$ cat config.mk
export PLATFORM = sky130hd
export DESIGN_NAME = mdpe_point_unit
export DESIGN_NICKNAME = d
export VERILOG_FILES = /design/src/rtl/assert_macros.svh /design/src/rtl/mdpe_pkg.sv /design/src/rtl/mdpe_point_unit.sv
export SDC_FILE = /design/constraint.sdc
export NUM_CORES = 1
export LEC_CHECK = 0
export BUFFER_PORTS_ARGS = -buffer_cell sky130_fd_sc_hd__buf_2
export CAP_MARGIN = 30
export CORE_MARGIN = 1
export CORE_UTILIZATION = 50
export DETAILED_ROUTE_END_ITERATION = 7
export HOLD_SLACK_MARGIN = 0.08
export PLACE_DENSITY = 0.69
export RECOVER_POWER = 100
export SLEW_MARGIN = 10
export SYNTH_ARGS = -nofsm -noshare
export SYNTH_HDL_FRONTEND = slang
export SYNTH_SLANG_ARGS = --single-unit
$ cat constraint.sdc
create_clock -name clk -period 15.9 [get_ports clk]
set_input_delay 0.795 -clock clk [delete_from_list [all_inputs] [get_ports clk]]
set_output_delay 0.795 -clock clk [all_outputs]
set_load 0.02 [all_outputs]
$ cat src/rtl/assert_macros.svh
// Assertion macros for the RTL file that checks its own logic
`ifndef ASSERT_MACROS_SVH
`define ASSERT_MACROS_SVH

// Same-cycle implication, sampled on clk, off while rst_n is low
`define ASSERT_NOW(label, ante, cons, msg) \
    label: assert property (@(posedge clk) disable iff (!rst_n) (ante) |-> (cons)) \
        else $error(msg);

// Next-cycle implication, sampled on clk, off while rst_n is low
`define ASSERT_NEXT(label, ante, cons, msg) \
    label: assert property (@(posedge clk) disable iff (!rst_n) (ante) |=> (cons)) \
        else $error(msg);

`endif

$ cat src/rtl/mdpe_pkg.sv
// Types, constants, glyph table and state codes of the morphing digit pixel engine
package mdpe_pkg;

    // Parameter defaults
    localparam int MAX_POINTS_DEF  = 64;
    localparam int DIGIT_SLOTS_DEF = 4;
    localparam int GLYPH_ROWS_DEF  = 24;

    // Fixed sizes
    localparam int PT_W       = 8;
    localparam int GLYPH_COLS = 7;
    localparam int ROM_ROWS   = 24;
    localparam int DIGIT_MAX  = 9;

    // Arithmetic constants
    localparam logic [15:0] MORPH_MS    = 16'd800;
    localparam logic [9:0]  EASE_K      = 10'd765;
    localparam logic [12:0] RECIP_25    = 13'd5243;
    localparam logic [7:0]  HUE_SPAN    = 8'd43;
    localparam logic [5:0]  VIS_ROWS    = 6'd23;
    localparam logic [7:0]  WIDTH_RESET = 8'd32;
    localparam logic [7:0]  FULL_T      = 8'd255;
    localparam logic [7:0]  CHAN_MAX    = 8'hFF;

    // Digit positions
    localparam logic [1:0] DI_HOUR_TENS  = 2'd0;
    localparam logic [1:0] DI_HOUR_UNITS = 2'd1;
    localparam logic [1:0] DI_MIN_TENS   = 2'd2;
    localparam logic [1:0] DI_MIN_UNITS  = 2'd3;

    typedef struct packed {
        logic [1:0]  digit_index;
        logic [4:0]  hour;
        logic [5:0]  minute;
        logic [31:0] elapsed_ms;
        logic [6:0]  offset_x;
        logic [4:0]  offset_y;
    } in_item_t;

    typedef struct packed {
        logic [6:0] pixel_x;
        logic [5:0] pixel_y;
        logic       visible;
        logic [7:0] red;
        logic [7:0] green;
        logic [7:0] blue;
        logic       last_point;
    } out_item_t;

    // One point pair handed to the point unit
    typedef struct packed {
        logic [PT_W-1:0] from_pt;
        logic [PT_W-1:0] to_pt;
        logic            last;
    } pt_job_t;

    // Values that stay fixed over one item's points
    typedef struct packed {
        logic [7:0] ease;
        logic [6:0] offset_x;
        logic [4:0] offset_y;
        logic [7:0] hue0;
        logic [7:0] width;
    } pt_ctx_t;

    typedef enum logic [3:0] {
        ST_IDLE,
        ST_DECIDE,
        ST_SCAN_SRC,
        ST_SCAN_DST,
        ST_T_DIV,
        ST_T_SQ,
        ST_T_EASE,
        ST_P_READ,
        ST_P_LAUNCH,
        ST_P_BUSY,
        ST_P_WAIT
    } ctl_state_t;

    typedef enum logic [2:0] {
        SEC_RED,
        SEC_YELLOW,
        SEC_GREEN,
        SEC_CYAN,
        SEC_BLUE,
        SEC_MAGENTA
    } hue_sector_t;

    // Digit glyphs, 7 columns, bit 6 is the leftmost column
    localparam logic [6:0] GLYPH_ROM [10][ROM_ROWS] = '{
        '{7'h3E,7'h63,7'h41,7'h41,7'h41,7'h41,7'h41,7'h41,7'h41,7'h41,7'h41,7'h41,
          7'h41,7'h41,7'h41,7'h41,7'h41,7'h41,7'h41,7'h41,7'h63,7'h3E,7'h00,7'h00},
        '{7'h08,7'h18,7'h38,7'h08,7'h08,7'h08,7'h08,7'h08,7'h08,7'h08,7'h08,7'h08,
          7'h08,7'h08,7'h08,7'h08,7'h08,7'h08,7'h1C,7'h3E,7'h00,7'h00,7'h00,7'h00},
        '{7'h3E,7'h63,7'h41,7'h01,7'h02,7'h04,7'h08,7'h10,7'h20,7'h40,7'h40,7'h40,
          7'h40,7'h40,7'h40,7'h40,7'h40,7'h40,7'h63,7'h7F,7'h00,7'h00,7'h00,7'h00},
        '{7'h3E,7'h63,7'h41,7'h01,7'h02,7'h04,7'h08,7'h1C,7'h02,7'h01,7'h01,7'h01,
          7'h01,7'h01,7'h01,7'h01,7'h41,7'h63,7'h3E,7'h00,7'h00,7'h00,7'h00,7'h00},
        '{7'h02,7'h06,7'h0A,7'h12,7'h22,7'h42,7'h42,7'h42,7'h7F,7'h02,7'h02,7'h02,
          7'h02,7'h02,7'h02,7'h02,7'h02,7'h02,7'h02,7'h00,7'h00,7'h00,7'h00,7'h00},
        '{7'h7F,7'h40,7'h40,7'h40,7'h7E,7'h03,7'h01,7'h01,7'h01,7'h01,7'h01,7'h01,
          7'h01,7'h01,7'h01,7'h41,7'h63,7'h3E,7'h00,7'h00,7'h00,7'h00,7'h00,7'h00},
        '{7'h1E,7'h20,7'h40,7'h40,7'h40,7'h7E,7'h63,7'h41,7'h41,7'h41,7'h41,7'h41,
          7'h41,7'h41,7'h41,7'h63,7'h3E,7'h00,7'h00,7'h00,7'h00,7'h00,7'h00,7'h00},
        '{7'h7F,7'h03,7'h02,7'h04,7'h08,7'h10,7'h20,7'h40,7'h40,7'h40,7'h40,7'h40,
          7'h40,7'h40,7'h40,7'h40,7'h00,7'h00,7'h00,7'h00,7'h00,7'h00,7'h00,7'h00},
        '{7'h3E,7'h63,7'h41,7'h41,7'h63,7'h3E,7'h63,7'h41,7'h41,7'h41,7'h41,7'h41,
          7'h41,7'h41,7'h41,7'h63,7'h3E,7'h00,7'h00,7'h00,7'h00,7'h00,7'h00,7'h00},
        '{7'h3E,7'h63,7'h41,7'h41,7'h63,7'h3F,7'h01,7'h01,7'h01,7'h01,7'h01,7'h01,
          7'h43,7'h62,7'h3C,7'h00,7'h00,7'h00,7'h00,7'h00,7'h00,7'h00,7'h00,7'h00}
    };

    // Row of a glyph; digits above nine show as nine, rows past the table are blank
    function automatic logic [6:0] glyph_row(input logic [3:0] digit, input logic [7:0] row);
        logic [3:0] d;
        logic [6:0] bits;
        d = (digit > 4'(DIGIT_MAX)) ? 4'(DIGIT_MAX) : digit;
        bits = '0;
        if (row < 8'(ROM_ROWS))
        begin
            bits = GLYPH_ROM[d][row[4:0]];
        end
        return bits;
    endfunction

endpackage

$ cat src/rtl/mdpe_point_unit.sv
// Point pipeline: ease interpolation, offset, visibility test and HSV colour
module mdpe_point_unit
    import mdpe_pkg::*;
(
    input  logic      clk,
    input  logic      rst_n,
    input  logic      start,
    input  pt_job_t   job,
    input  pt_ctx_t   ctx,
    output logic      done,
    output out_item_t result
);

    // Stage 1 signals
    logic        [2:0]  from_c, to_c;
    logic        [4:0]  from_r, to_r;
    logic signed [3:0]  dcx;
    logic signed [5:0]  dry;
    logic signed [12:0] px;
    logic signed [14:0] py;
    logic        [4:0]  qx;
    logic        [6:0]  qy;
    logic        [8:0]  x_s;
    logic        [7:0]  y_s;

    logic       s1_vld_reg;
    logic [7:0] s1_x_reg;
    logic [5:0] s1_y_reg;
    logic       s1_vis_reg;
    logic       s1_last_reg;

    // Stage 2 signals
    logic [7:0]  hue;
    logic [7:0]  base;
    logic [7:0]  dif;
    logic [9:0]  rem6;
    hue_sector_t sec;

    logic        s2_vld_reg;
    logic [6:0]  s2_x_reg;
    logic [5:0]  s2_y_reg;
    logic        s2_vis_reg;
    logic        s2_last_reg;
    hue_sector_t s2_sec_reg;
    logic [7:0]  s2_rem_reg;

    // Stage 3 signals
    logic [15:0] q_prod, t_prod, vq_prod, vt_prod;
    logic [7:0]  q_fac, t_fac, vq, vt, v;
    logic [7:0]  red_c, green_c, blue_c;

    logic      res_vld_reg;
    out_item_t res_reg;

    // Interpolate and offset; the product's top bits give a floor shift by 8
    always_comb
    begin
        from_c = job.from_pt[2:0];
        to_c   = job.to_pt[2:0];
        from_r = job.from_pt[7:3];
        to_r   = job.to_pt[7:3];
        dcx    = $signed({1'b0, to_c}) - $signed({1'b0, from_c});
        dry    = $signed({1'b0, to_r}) - $signed({1'b0, from_r});
        px     = dcx * $signed({1'b0, ctx.ease});
        py     = dry * $signed({1'b0, ctx.ease});
        qx     = px[12:8];
        qy     = py[14:8];
        x_s    = {6'b0, from_c} + {{4{qx[4]}}, qx} + {2'b0, ctx.offset_x};
        y_s    = {3'b0, from_r} + {qy[6], qy} + {3'b0, ctx.offset_y};
    end

    always_ff @(posedge clk or negedge rst_n)
    begin
        if (!rst_n)
        begin
            s1_vld_reg  <= 1'b0;
            s2_vld_reg  <= 1'b0;
            res_vld_reg <= 1'b0;
        end
        else
        begin
            s1_vld_reg  <= start;
            s2_vld_reg  <= s1_vld_reg;
            res_vld_reg <= s2_vld_reg;
        end
    end

    always_ff @(posedge clk)
    begin
        if (start)
        begin
            s1_x_reg    <= x_s[7:0];
            s1_y_reg    <= y_s[5:0];
            s1_vis_reg  <= (x_s[7:0] < ctx.width) && (y_s[5:0] < VIS_ROWS);
            s1_last_reg <= job.last;
        end
    end

    // Hue from time and position, then sector and remainder
    always_comb
    begin
        hue = 8'(ctx.hue0 + {s1_x_reg[6:0], 1'b0} + s1_x_reg + {s1_y_reg, 2'b0}
                  + {2'b0, s1_y_reg});
        if (hue >= 8'(5 * HUE_SPAN))
        begin
            sec  = SEC_MAGENTA;
            base = 8'(5 * HUE_SPAN);
        end
        else if (hue >= 8'(4 * HUE_SPAN))
        begin
            sec  = SEC_BLUE;
            base = 8'(4 * HUE_SPAN);
        end
        else if (hue >= 8'(3 * HUE_SPAN))
        begin
            sec  = SEC_CYAN;
            base = 8'(3 * HUE_SPAN);
        end
        else if (hue >= 8'(2 * HUE_SPAN))
        begin
            sec  = SEC_GREEN;
            base = 8'(2 * HUE_SPAN);
        end
        else if (hue >= HUE_SPAN)
        begin
            sec  = SEC_YELLOW;
            base = HUE_SPAN;
        end
        else
        begin
            sec  = SEC_RED;
            base = 8'd0;
        end
        dif  = hue - base;
        rem6 = {dif, 2'b0} + {1'b0, dif, 1'b0};
    end

    always_ff @(posedge clk)
    begin
        if (s1_vld_reg)
        begin
            s2_x_reg    <= s1_x_reg[6:0];
            s2_y_reg    <= s1_y_reg;
            s2_vis_reg  <= s1_vis_reg;
            s2_last_reg <= s1_last_reg;
            s2_sec_reg  <= sec;
            s2_rem_reg  <= rem6[7:0];
        end
    end

    // Full-saturation HSV: the low channel is zero, value is the ease
    always_comb
    begin
        v       = ctx.ease;
        q_prod  = {s2_rem_reg, 8'b0} - {8'b0, s2_rem_reg};
        t_prod  = {CHAN_MAX - s2_rem_reg, 8'b0} - {8'b0, CHAN_MAX - s2_rem_reg};
        q_fac   = CHAN_MAX - q_prod[15:8];
        t_fac   = CHAN_MAX - t_prod[15:8];
        vq_prod = v * q_fac;
        vt_prod = v * t_fac;
        vq      = vq_prod[15:8];
        vt      = vt_prod[15:8];
        case (s2_sec_reg)
            SEC_RED:     begin red_c = v;    green_c = vt;   blue_c = 8'd0; end
            SEC_YELLOW:  begin red_c = vq;   green_c = v;    blue_c = 8'd0; end
            SEC_GREEN:   begin red_c = 8'd0; green_c = v;    blue_c = vt;   end
            SEC_CYAN:    begin red_c = 8'd0; green_c = vq;   blue_c = v;    end
            SEC_BLUE:    begin red_c = vt;   green_c = 8'd0; blue_c = v;    end
            default:     begin red_c = v;    green_c = 8'd0; blue_c = vq;   end
        endcase
        if (!s2_vis_reg)
        begin
            red_c   = 8'd0;
            green_c = 8'd0;
            blue_c  = 8'd0;
        end
    end

    always_ff @(posedge clk)
    begin
        if (s2_vld_reg)
        begin
            res_reg.pixel_x    <= s2_x_reg;
            res_reg.pixel_y    <= s2_y_reg;
            res_reg.visible    <= s2_vis_reg;
            res_reg.red        <= red_c;
            res_reg.green      <= green_c;
            res_reg.blue       <= blue_c;
            res_reg.last_point <= s2_last_reg;
        end
    end

    assign done   = res_vld_reg;
    assign result = res_reg;

endmodule

* After elaboration in Yosys (flattened, before gate mapping)
Cells that the tools add are included.
** Word-level totals
- Word-level logic and storage cells :: 72
- Memories kept :: 0
- Bits in latches :: 0
- Bits in registers :: 84
- ROM bits :: 0
- RAM bits :: 0
** Operators by class
- Multiplexer cells :: 12
- Reductions and logical operators :: 7
- $add $sub $neg :: 17
- Div/mod/pow operators :: 0
- Bitwise operators :: 0
- Multiply operators :: 4
- $lt $le $gt $ge :: 7
- Equal/unequal tests :: 4
- Shift operators :: 0
** Operators with widths (count)
- case mux 8 bit (3 select lines) :: 3
- adder 8 bit :: 4
- multiplier 8 x 8 -> 16 bit :: 2
- subtractor 16 x 8 -> 16 bit :: 2
- two-way mux 7 bit :: 4
- greater-or-equal comparator 8 bit, second input constant :: 3
- subtractor 8 bit, first input constant :: 3
- multiplier 6 x 9 -> 14 bit :: 1
- multiplier 4 x 9 -> 13 bit :: 1
- OR reduction 2 bit :: 5
- adder 6 x 8 -> 8 bit :: 1
- adder 8 x 6 -> 8 bit :: 1
- greater-or-equal comparator 8 x 6 -> 1 bit, second input constant :: 1
- greater-or-equal comparator 8 x 7 -> 1 bit, second input constant :: 1
- less-than comparator 8 bit :: 1
- subtractor 7 bit :: 1
- adder 4 x 5 -> 6 bit :: 1
- adder 6 x 5 -> 6 bit :: 1
- adder 6 bit :: 1
- == test 3 x 2 -> 1 bit, second input constant :: 2
- less-than comparator 6 x 5 -> 1 bit, second input constant :: 1
- two-way mux 6 bit :: 1
- subtractor 5 x 5 -> 6 bit :: 1
- two-way mux 2 bit :: 2
- 6 further kinds :: 7

* Depth between registers and ports, before layout
Gate-level depths: netlist (run 1).
- Depth after elaboration :: 12
- Mapped depth :: 32
- Depth with buffers taken out :: 32

* Least setup slack after synthesis (run 1)
No wires, ideal clock.
- Path kind :: in2reg
- Start point :: in job[13] in the netlist's numbering
- End point :: reg s1_vis_reg, data pin
- Cell stages on the path :: 29
- Setup slack :: 8.248 ns
- Arrival :: 7.393 ns
- Buffers on the path :: 0
- Cells stage by stage :: inv_1 ha_1 nor2b_1 o21ai_0 a21boi_0 o21a_1 or3_1 fa_1 fa_1 inv_1 fa_1 fa_1 ha_1 nand4bb_1 o21bai_1 a21o_1 a21oi_1 nor2b_1 nor2_1 xnor2_1 fa_1 ha_1 fa_1 a21o_1 a21oi_1 xnor2_1 or3_1 a22oi_1 nor3b_1
** Between the ends
- Cells in the longest elaborated chain, start to end :: 6
** Ends and longest elaborated chain
- start, declared :: RTL line mdpe_point_unit.sv:8 : input pt_job_t job,
- subtractor 5 x 5 -> 6 bit :: RTL line mdpe_point_unit.sv:63 : dry = $signed({1'b0, to_r}) - $signed({1'b0, from_r});
- multiplier 6 x 9 -> 14 bit :: RTL line mdpe_point_unit.sv:65 : py = dry * $signed({1'b0, ctx.ease});
- adder 6 bit (*) :: RTL line mdpe_point_unit.sv:69 : y_s = {3'b0, from_r} + {qy[6], qy} + {3'b0, ctx.offset_y};
- adder 6 x 5 -> 6 bit (*) :: RTL line mdpe_point_unit.sv:69
- less-than comparator 6 x 5 -> 1 bit (*) :: RTL line mdpe_point_unit.sv:94 : s1_vis_reg <= (x_s[7:0] < ctx.width) && (y_s[5:0] < VIS_ROWS);
- logical AND 1 bit (*) :: RTL line mdpe_point_unit.sv:94
- end signal, assigned :: RTL line mdpe_point_unit.sv:94
- end, declared :: RTL line mdpe_point_unit.sv:29 : logic s1_vis_reg;
Mark *: on every way between the ends. The rest lies on a longest branch, timed or not.
A chain may end at the register's enable or synchronous reset.

* Final worst setup path (run 1)
Ends and elaborated chain as after synthesis.

==> parameters.txt, run 1 <==
Parameter                              Value

Timing
  Final hold viol count    0
  Final total negative setup slack    0 ns
  Top achievable clock speed    ~0.12 GHz
  Setup repair after global routing missed its margin    no
  Min Tclk post-route    8.119 ns
  Worst setup margin    7.781 ns
  # setup viols final    0
  Relative slew slack    -1.338%
  Clock Skews    0.01158 ns
  Max-slew violation total from the final report    32
  Final Hold Slack    0.2377 ns
  Slew @ Worst Pin    1.520 ns
  Post-route clock period utilization    roughly half

Detailed routing
  Overall via count from detail_route    8,365
  Detailed-route wire length    between 20 and 25 mm
  Routed Antenna Nets    0
  Total iterations of the first detailed-routing run    5
  DRC violation count after routing    0
  Per-cell routed wire length    between 15 and 20 um
  Drt initial violations    535
  Detailed-route vias per instance    5.397

Layout
  Area added between synthesis and finish    7.581%
  Core Util, Final    54.98%
  Most common library cell in the layout ignoring fill and taps    inv_1
  Count of nets after finishing    1,614
  Most frequent cells in the layout    inv_1 (208), ha_1 (161), fa_1 (138)
  Layout cell share with drive strength beyond 1    6.883%
  Max FFs per register    39
  Total of fill cells in the finished design    2,020

GRT
  Number of antenna violations at the first check in global routing    1
  Global-route wire length before repair    around 42 mm
  Pin count of the biggest net entering global routing    32
  Global route total overflow    0
  All-layer global routing usage    roughly 22%
  Number of global-route vias before repair    8,724

Clocking
  Total CTS buffers    9
  Cell at the root of the clock tree    clkbuf_16
  Maximum buffer depth of the clock tree    2
  Number of instances resized during post-cts repair    0
  Number of buffers inserted by post-CTS setup repair    0
  Hold bufs inserted after CTS    0
  CTS H-Tree Depth    3
  CTS tree    built
  Skew-Pair Late Insertion Delay    0.35 ns
  Clock-pin slew on the worst setup and hold paths    approximately 0.07 ns
  CTS sink count    83

Floorplan
  Width of the chip    154.1 um
  Floorplan die height    154.1 um
  Initial Utilization    51.10%
  Die area    23,750 um2
  Core region area    roughly 23,000 um2
  Std cell rows    55
  Count of boundary I/O pins    96

Flow run
  Max-cap viol count    1

Placement
  HPWL after detailed placement    19.41 mm
  Port Buf Inserts    95
  Placement Setup Slack    7.484 ns
  Final estimated routing congestion in global placement    0.8971

Synthesis
  YS warnings    0
  Adder and majority gate portion of the synthesized area    approximately two fifths
  Mapped Nets    1,545
  Portion of synthesized cell area occupied by the leading cell type    23.88%
  Mean instance size in the synthesized netlist    9.723 um2
  Combinational family with the most area after synthesis    adder cells
  Synth area leaders    fa_1 (24%), edfxtp_1 (21%), ha_1 (17%)
  Top flip-flop cell by instance count after synthesis    edfxtp_1
  Xor/xnor cell area share of the yosys netlist    roughly 4.7%
  Distinct cell type count of the synthesized netlist    69
  Compound-gate portion of the synthesized area    10.85%
  Number of flops mapped to enable cells by yosys    80
  Synth Area in Simple Gates    13.53%
  Share of synthesized area spent on multiplexers    0%
  Cell count after synthesis    1,190
  Cell area after technology mapping    11,570 um2
  Sequential element share of the synthesized area    21.41%
  Largest area contributor in the synthesized netlist    fa_1
  Proportion of register bits with asynchronous set or reset after synthesis    under 10%
  Register bit total from synthesis    83

Critical path
  Crit-path max cell delay    0.56 ns
  CP max FO    5
  R2R setup slack    8.16 ns
  Critical Path Source Type    input port
  Cell at the slowest stage of the critical path    fa_1
  Signal arrival time at the worst endpoint    8.23 ns
  Required arrival time at the worst endpoint    16.01 ns
  Cell seen most often among critical-path stages    fa_1
  Nature of the critical path endpoint    flop
  Start of the worst register-to-register path    s2_rem_reg[2]
  Type of the worst setup path    in2reg
  Worst setup path start    job[13]
  Endpoint of the lowest-slack register-to-register path    result[7]
  R2r worst-path depth    22

Outcome
  Result of the run    finished with violations
  Violations in the final reports    max-capacitance violations, max-slew violations

Min path
  Worst hold path class    in2async
-- critical path: cells and delay by family --
kind | cells | cell delay, ns
buffers and inverters | 3 | 0.30
XOR/XNOR | 2 | 0.25
AND/OR/NAND/NOR | 7 | 1.26
adder cells (fa/ha/maj) | 9 | 3.71
AO/OA/AOI/OAI | 9 | 1.91
-- metrics by stage --
stage / std cells / cell area [um2]
3_3_place_gp: 1532 / 12250
2_1_floorplan: 1190 / 11570
5_1_grt: 1549 / 12440
4_1_cts: 1549 / 12580
3_5_place_dp: 1533 / 12280
6_report: 1550 / 12450
-- cells in the mapped netlist, types with 3 or more instances --
master and n:
inv_1 208, ha_1 161, fa_1 138, nand2_1 108, edfxtp_1 80, and2_1 79, nor2_1 63, a21oi_1 57
clkbuf_1 38, xnor2_1 34, o21ai_0 29, a21o_1 21, xor2_1 19, nor3_1 10, nand2b_1 9, nor2b_1 8
o21bai_1 8, o221ai_1 8, or3_1 8, a211oi_1 7, a22oi_1 5, and2_2 5, nand3_1 5, or2_2 5
a31o_2 4, o211ai_1 4, o21a_1 4, o22ai_1 4, a31oi_1 3, and3_1 3, dfrtp_1 3, nand4_1 3
o21ai_1 3
-- metal layers --
layer | share of wire [%] | vias to the layer above | GRT usage [%]
met5 | 0.053 | - | 0
met4 | 1.4 | 2 | 5.000
met3 | 5.1 | 29 | 2.903
met2 | 48 | 212 | 38.59
met1 | 45 | 4060 | 29.25
li1 | - | 4062 | -
-- cell families (layout without fill, tap and decap cells) --
family                   Yosys count  after routing
AND/OR/NAND/NOR                  317            317
adder cells (fa/ha/maj)          299            299
AO/OA/AOI/OAI                    184            184
flip-flops                        83             83
other                              0              1
XOR/XNOR                          57             57
buffers and inverters            250            324
-- worst max-delay path by stage --
stage / slack, ns / end
finish: 7.78 / s1_vis_reg
global route: 7.29 / s1_vis_reg
CTS: 7.87 / s1_vis_reg
detailed placement: 7.48 / s1_vis_reg
global placement: 7.66 / s1_vis_reg
floorplan: 8.25 / s1_vis_reg
-- final cells by class --
type	count	area, um2	area share (%)
flip-flops and latches	83	2477	19.90
clock inverters	7	80.08	0.6433
repair buffers	98	436.7	3.508
diodes	1	2.502	0.02010
multi-input cells	857	8080	64.92
clock buffers	9	225.2	1.809
inverters	210	788.3	6.333
well taps	285	356.6	2.865
Power of run 1 is left out: the tool's default activity adds up to more than one toggle a clock period on the data nets, which glitch-free logic cannot reach.
==> inputs of run 2 (changes only) <==
--- a/config.mk
+++ b/config.mk
@@ -5,13 +5,14 @@
 export SDC_FILE = /design/constraint.sdc
 export NUM_CORES = 1
 export LEC_CHECK = 0
+export ABC_AREA = 1
 export BUFFER_PORTS_ARGS = -buffer_cell sky130_fd_sc_hd__buf_2
 export CAP_MARGIN = 30
 export CORE_MARGIN = 1
 export CORE_UTILIZATION = 50
 export DETAILED_ROUTE_END_ITERATION = 7
 export HOLD_SLACK_MARGIN = 0.08
-export PLACE_DENSITY = 0.69
+export PLACE_DENSITY = 0.71
 export RECOVER_POWER = 100
 export SLEW_MARGIN = 10
 export SYNTH_ARGS = -nofsm -noshare
==> constraint.sdc (replaced) <==
create_clock -name clk -period 7 [get_ports clk]
set_input_delay 0.35 -clock clk [delete_from_list [all_inputs] [get_ports clk]]
set_output_delay 0.35 -clock clk [all_outputs]
set_load 0.02 [all_outputs]
==> run 2 against run 1 <==
Effect of this change: worst hold slack lost 0.067 ns; largest cell class unchanged; core utilization grew 0.58 points; area after synthesis grew 6.2%; highest routed layer is now met4; critical endpoint unchanged; synthesized cell count is 28% higher; the flow still finishes with violations (max-capacitance violations, max-slew violations); first-iteration DRC count is 19% higher.
==> parameters.txt, run 2 <==
Parameter                              Value

Outcome
  Result of the run    finished with violations
  Violations in the final reports    max-capacitance violations, max-slew violations

Min path
  End of the worst hold path    s1_last_reg
  Hold Crit Start    job[0]
  Worst hold path class    in2reg
  Hold Crit Depth    1

Detailed routing
  Total iterations of the first detailed-routing run    5 (unchanged)
  Per-cell routed wire length    15.42 um (-2.9%)
  Detailed-route wire length    30.08 mm (+22%)
  Detailed-route vias per instance    5.191 (-3.8%)
  Routed Antenna Nets    0 (unchanged)
  Overall via count from detail_route    10,130 (+21%)
  DRC violation count after routing    0 (unchanged)
  Drt initial violations    638 (+19%)

Placement
  Port Buf Inserts    95 (unchanged)
  Area post-placement    13,220 um2 (+7.6%)
  Final estimated routing congestion in global placement    0.9578 (+6.8%)
  HPWL after detailed placement    24.70 mm (+27%)

Layout
  Most frequent cells in the layout    inv_1 (337), nand2_1 (335), ha_1 (161)
  Area added between synthesis and finish    9.599%
  Most common library cell in the layout ignoring fill and taps    inv_1
  Max FFs per register    39 (unchanged)
  Count of nets after finishing    1,977 (+22%)
  # diodes    0 (-1)
  Summed area of non-filler cells in the final layout    13,470 um2 (+8.2%)
  Layout cell share with drive strength beyond 1    7.376% (+0.49 points)

Timing
  # setup viols final    0 (unchanged)
  Min Tclk post-route    6.572 ns
  Relative slew slack    -37.24% (-36 points)
  Clock Skews    0.009571 ns (-0.002013 ns)
  Post-route clock period utilization    93.88%
  Slew @ Worst Pin    2.059 ns (+0.5385 ns)
  Max-slew violation total from the final report    40 (+25%)
  Setup repair after global routing missed its margin    no
  Top achievable clock speed    roughly 0.15 GHz
  Final Hold Slack    0.1704 ns (-0.06726 ns)
  Final total negative setup slack    0 ns (unchanged)
  Final hold viol count    0 (unchanged)

Synthesis
  Distinct cell type count of the synthesized netlist    48 (-30%)
  Cell count after synthesis    1,522 (+28%)
  Synth area leaders    fa_1 (22%), edfxtp_1 (20%), ha_1 (16%)
  Top-count cell post-synth    inv_1
  Register bit total from synthesis    83 (unchanged)
  YS warnings    0 (unchanged)
  Number of flops mapped to enable cells by yosys    80 (unchanged)
  Top flip-flop cell by instance count after synthesis    edfxtp_1
  Proportion of register bits with asynchronous set or reset after synthesis    3.614% (unchanged)
  Cell area after technology mapping    12,290 um2 (+6.2%)
  Commonest cells in the synthesized netlist    inv_1 (337), nand2_1 (332), ha_1 (161), fa_1 (138), nor2_1 (121)
  Mapped Nets    1,877 (+21%)
  Sequential element share of the synthesized area    20.15% (-1.3 points)
  Largest area contributor in the synthesized netlist    fa_1
  Portion of synthesized cell area occupied by the leading cell type    22.48% (-1.4 points)
  Mean instance size in the synthesized netlist    8.076 um2 (-17%)

Clocking
  Skew-Pair Late Insertion Delay    0.35 ns (about the same)
  Number of buffers inserted by post-CTS setup repair    0 (unchanged)
  CTS tree    built
  Clock-pin slew on the worst setup and hold paths    0.07 ns (about the same)
  Total CTS buffers    9 (unchanged)
  CTS sink count    83 (unchanged)
  CTS H-Tree Depth    3 (unchanged)
  Maximum buffer depth of the clock tree    2 (unchanged)
  Cell at the root of the clock tree    clkbuf_16

GRT
  Global route total overflow    0 (unchanged)
  Global-route wire length before repair    50.18 mm (+20%)
  Number of global-route vias before repair    10,220 (+17%)
  Global-route met2 utilization    42.70% (+4.1 points)
  Global route hottest layer    met2
  Number of antenna violations at the first check in global routing    0 (-1)
  Met3 usage in global routing    3.971% (+1.1 points)
  Met1 Resource Use GR    31.78% (+2.5 points)
  All-layer global routing usage    25.18% (+3.1 points)
  Pin count of the biggest net entering global routing    40 (+25%)

Critical path
  Required arrival time at the worst endpoint    7.22 ns (-8.79 ns)
  R2R setup slack    0.72 ns (-7.44 ns)
  R2r worst-path depth    33 (+50%)
  Critical Path Source Type    input port
  Nature of the critical path endpoint    flop
  Endpoint of the lowest-slack register-to-register path    s2_rem_reg[7]
  Signal arrival time at the worst endpoint    6.79 ns (-1.44 ns)
  Crit-path max cell delay    0.55 ns (about the same)
  Type of the worst setup path    in2reg
  Cell at the slowest stage of the critical path    fa_1
  Start of the worst register-to-register path    s1_x_reg[2]
  CP max FO    4 (-1)
  Cell seen most often among critical-path stages    fa_1

Floorplan
  Die area    25,210 um2 (+6.2%)
  Core region area    24,250 um2 (+7.1%)
  Std cell rows    57 (+3.6%)
  Count of boundary I/O pins    96 (unchanged)
  Initial Utilization    50.69% (-0.41 points)
  Floorplan die height    158.8 um (+3.0%)
  Width of the chip    158.8 um (+3.0%)

Flow run
  Max-cap viol count    1 (unchanged)
-- run 2: repair_timing --
action	CTS	global route
setup endpoints to repair	0	2
resized for setup	0	1
hold buffers	1	0
endpoints found under the hold margin	3	0
-- run 2: metrics by stage --
stage / instances / worst slack (ns) / utilization (%)
detailed placement: 1934 / 0.02597 / 54.50
finish: 1951 / 0.4283 / 55.56
global route: 1951 / 0.03476 / 55.56
floorplan: 1522 / 0.4718 / -
CTS: 1951 / 0.4029 / 56.01
global placement: 1933 / 0.1439 / 54.39
-- run 2: per-layer routing --
| metal | up-vias | part of all wire, % |
|---|---|---|
| met5 | - | 0 |
| met4 | 0 | 4.0 |
| met3 | 79 | 5.8 |
| met2 | 338 | 48 |
| met1 | 4764 | 43 |
| li1 | 4947 | - |
-- run 2: cell type report --
cell class              instances  area, um2
well taps                     324      405.4
multi-input cells            1064       8352
inverters                     347       1303
fillers                      2294      10780
clock buffers                   9      225.2
clock inverters                 7      130.1
repair buffers                117      579.3
flip-flops and latches         83       2477
-- run 2: worst max-delay path by stage --
| stage | start | end | slack, ns | depth (start not counted) |
|---|---|---|---|---|
| global route | job[4] | s1_vis_reg | 0.03 | 33 |
| finish | job[1] | s1_vis_reg | 0.43 | 31 |
| CTS | job[4] | s1_vis_reg | 0.40 | 35 |
| floorplan | job[4] | s1_vis_reg | 0.47 | 33 |
| detailed placement | job[4] | s1_vis_reg | 0.03 | 35 |
| global placement | job[4] | s1_vis_reg | 0.14 | 35 |
-- run 2: kinds of logic (layout without fill, tap and decap cells) --
family	count (synthesis)	count (layout)	share of synthesized area, %
buffers and inverters	375	480	11.69
and+or+nand+nor	589	589	20.26
adders and majority gates	299	299	38.86
xor gates and xnor gates	35	35	2.555
DFF	83	83	20.15
AOI/OAI and AO/OA	141	141	6.484
-- run 2: worst max-delay path, delay by kind of cell --
family	cells	cell delay, ns
simple gates	3	0.45
buf+inv	6	0.49
fa+ha+maj	10	3.51
compound gates	9	1.45
xor+xnor	3	0.53
Power of run 2 is left out for the same reason.
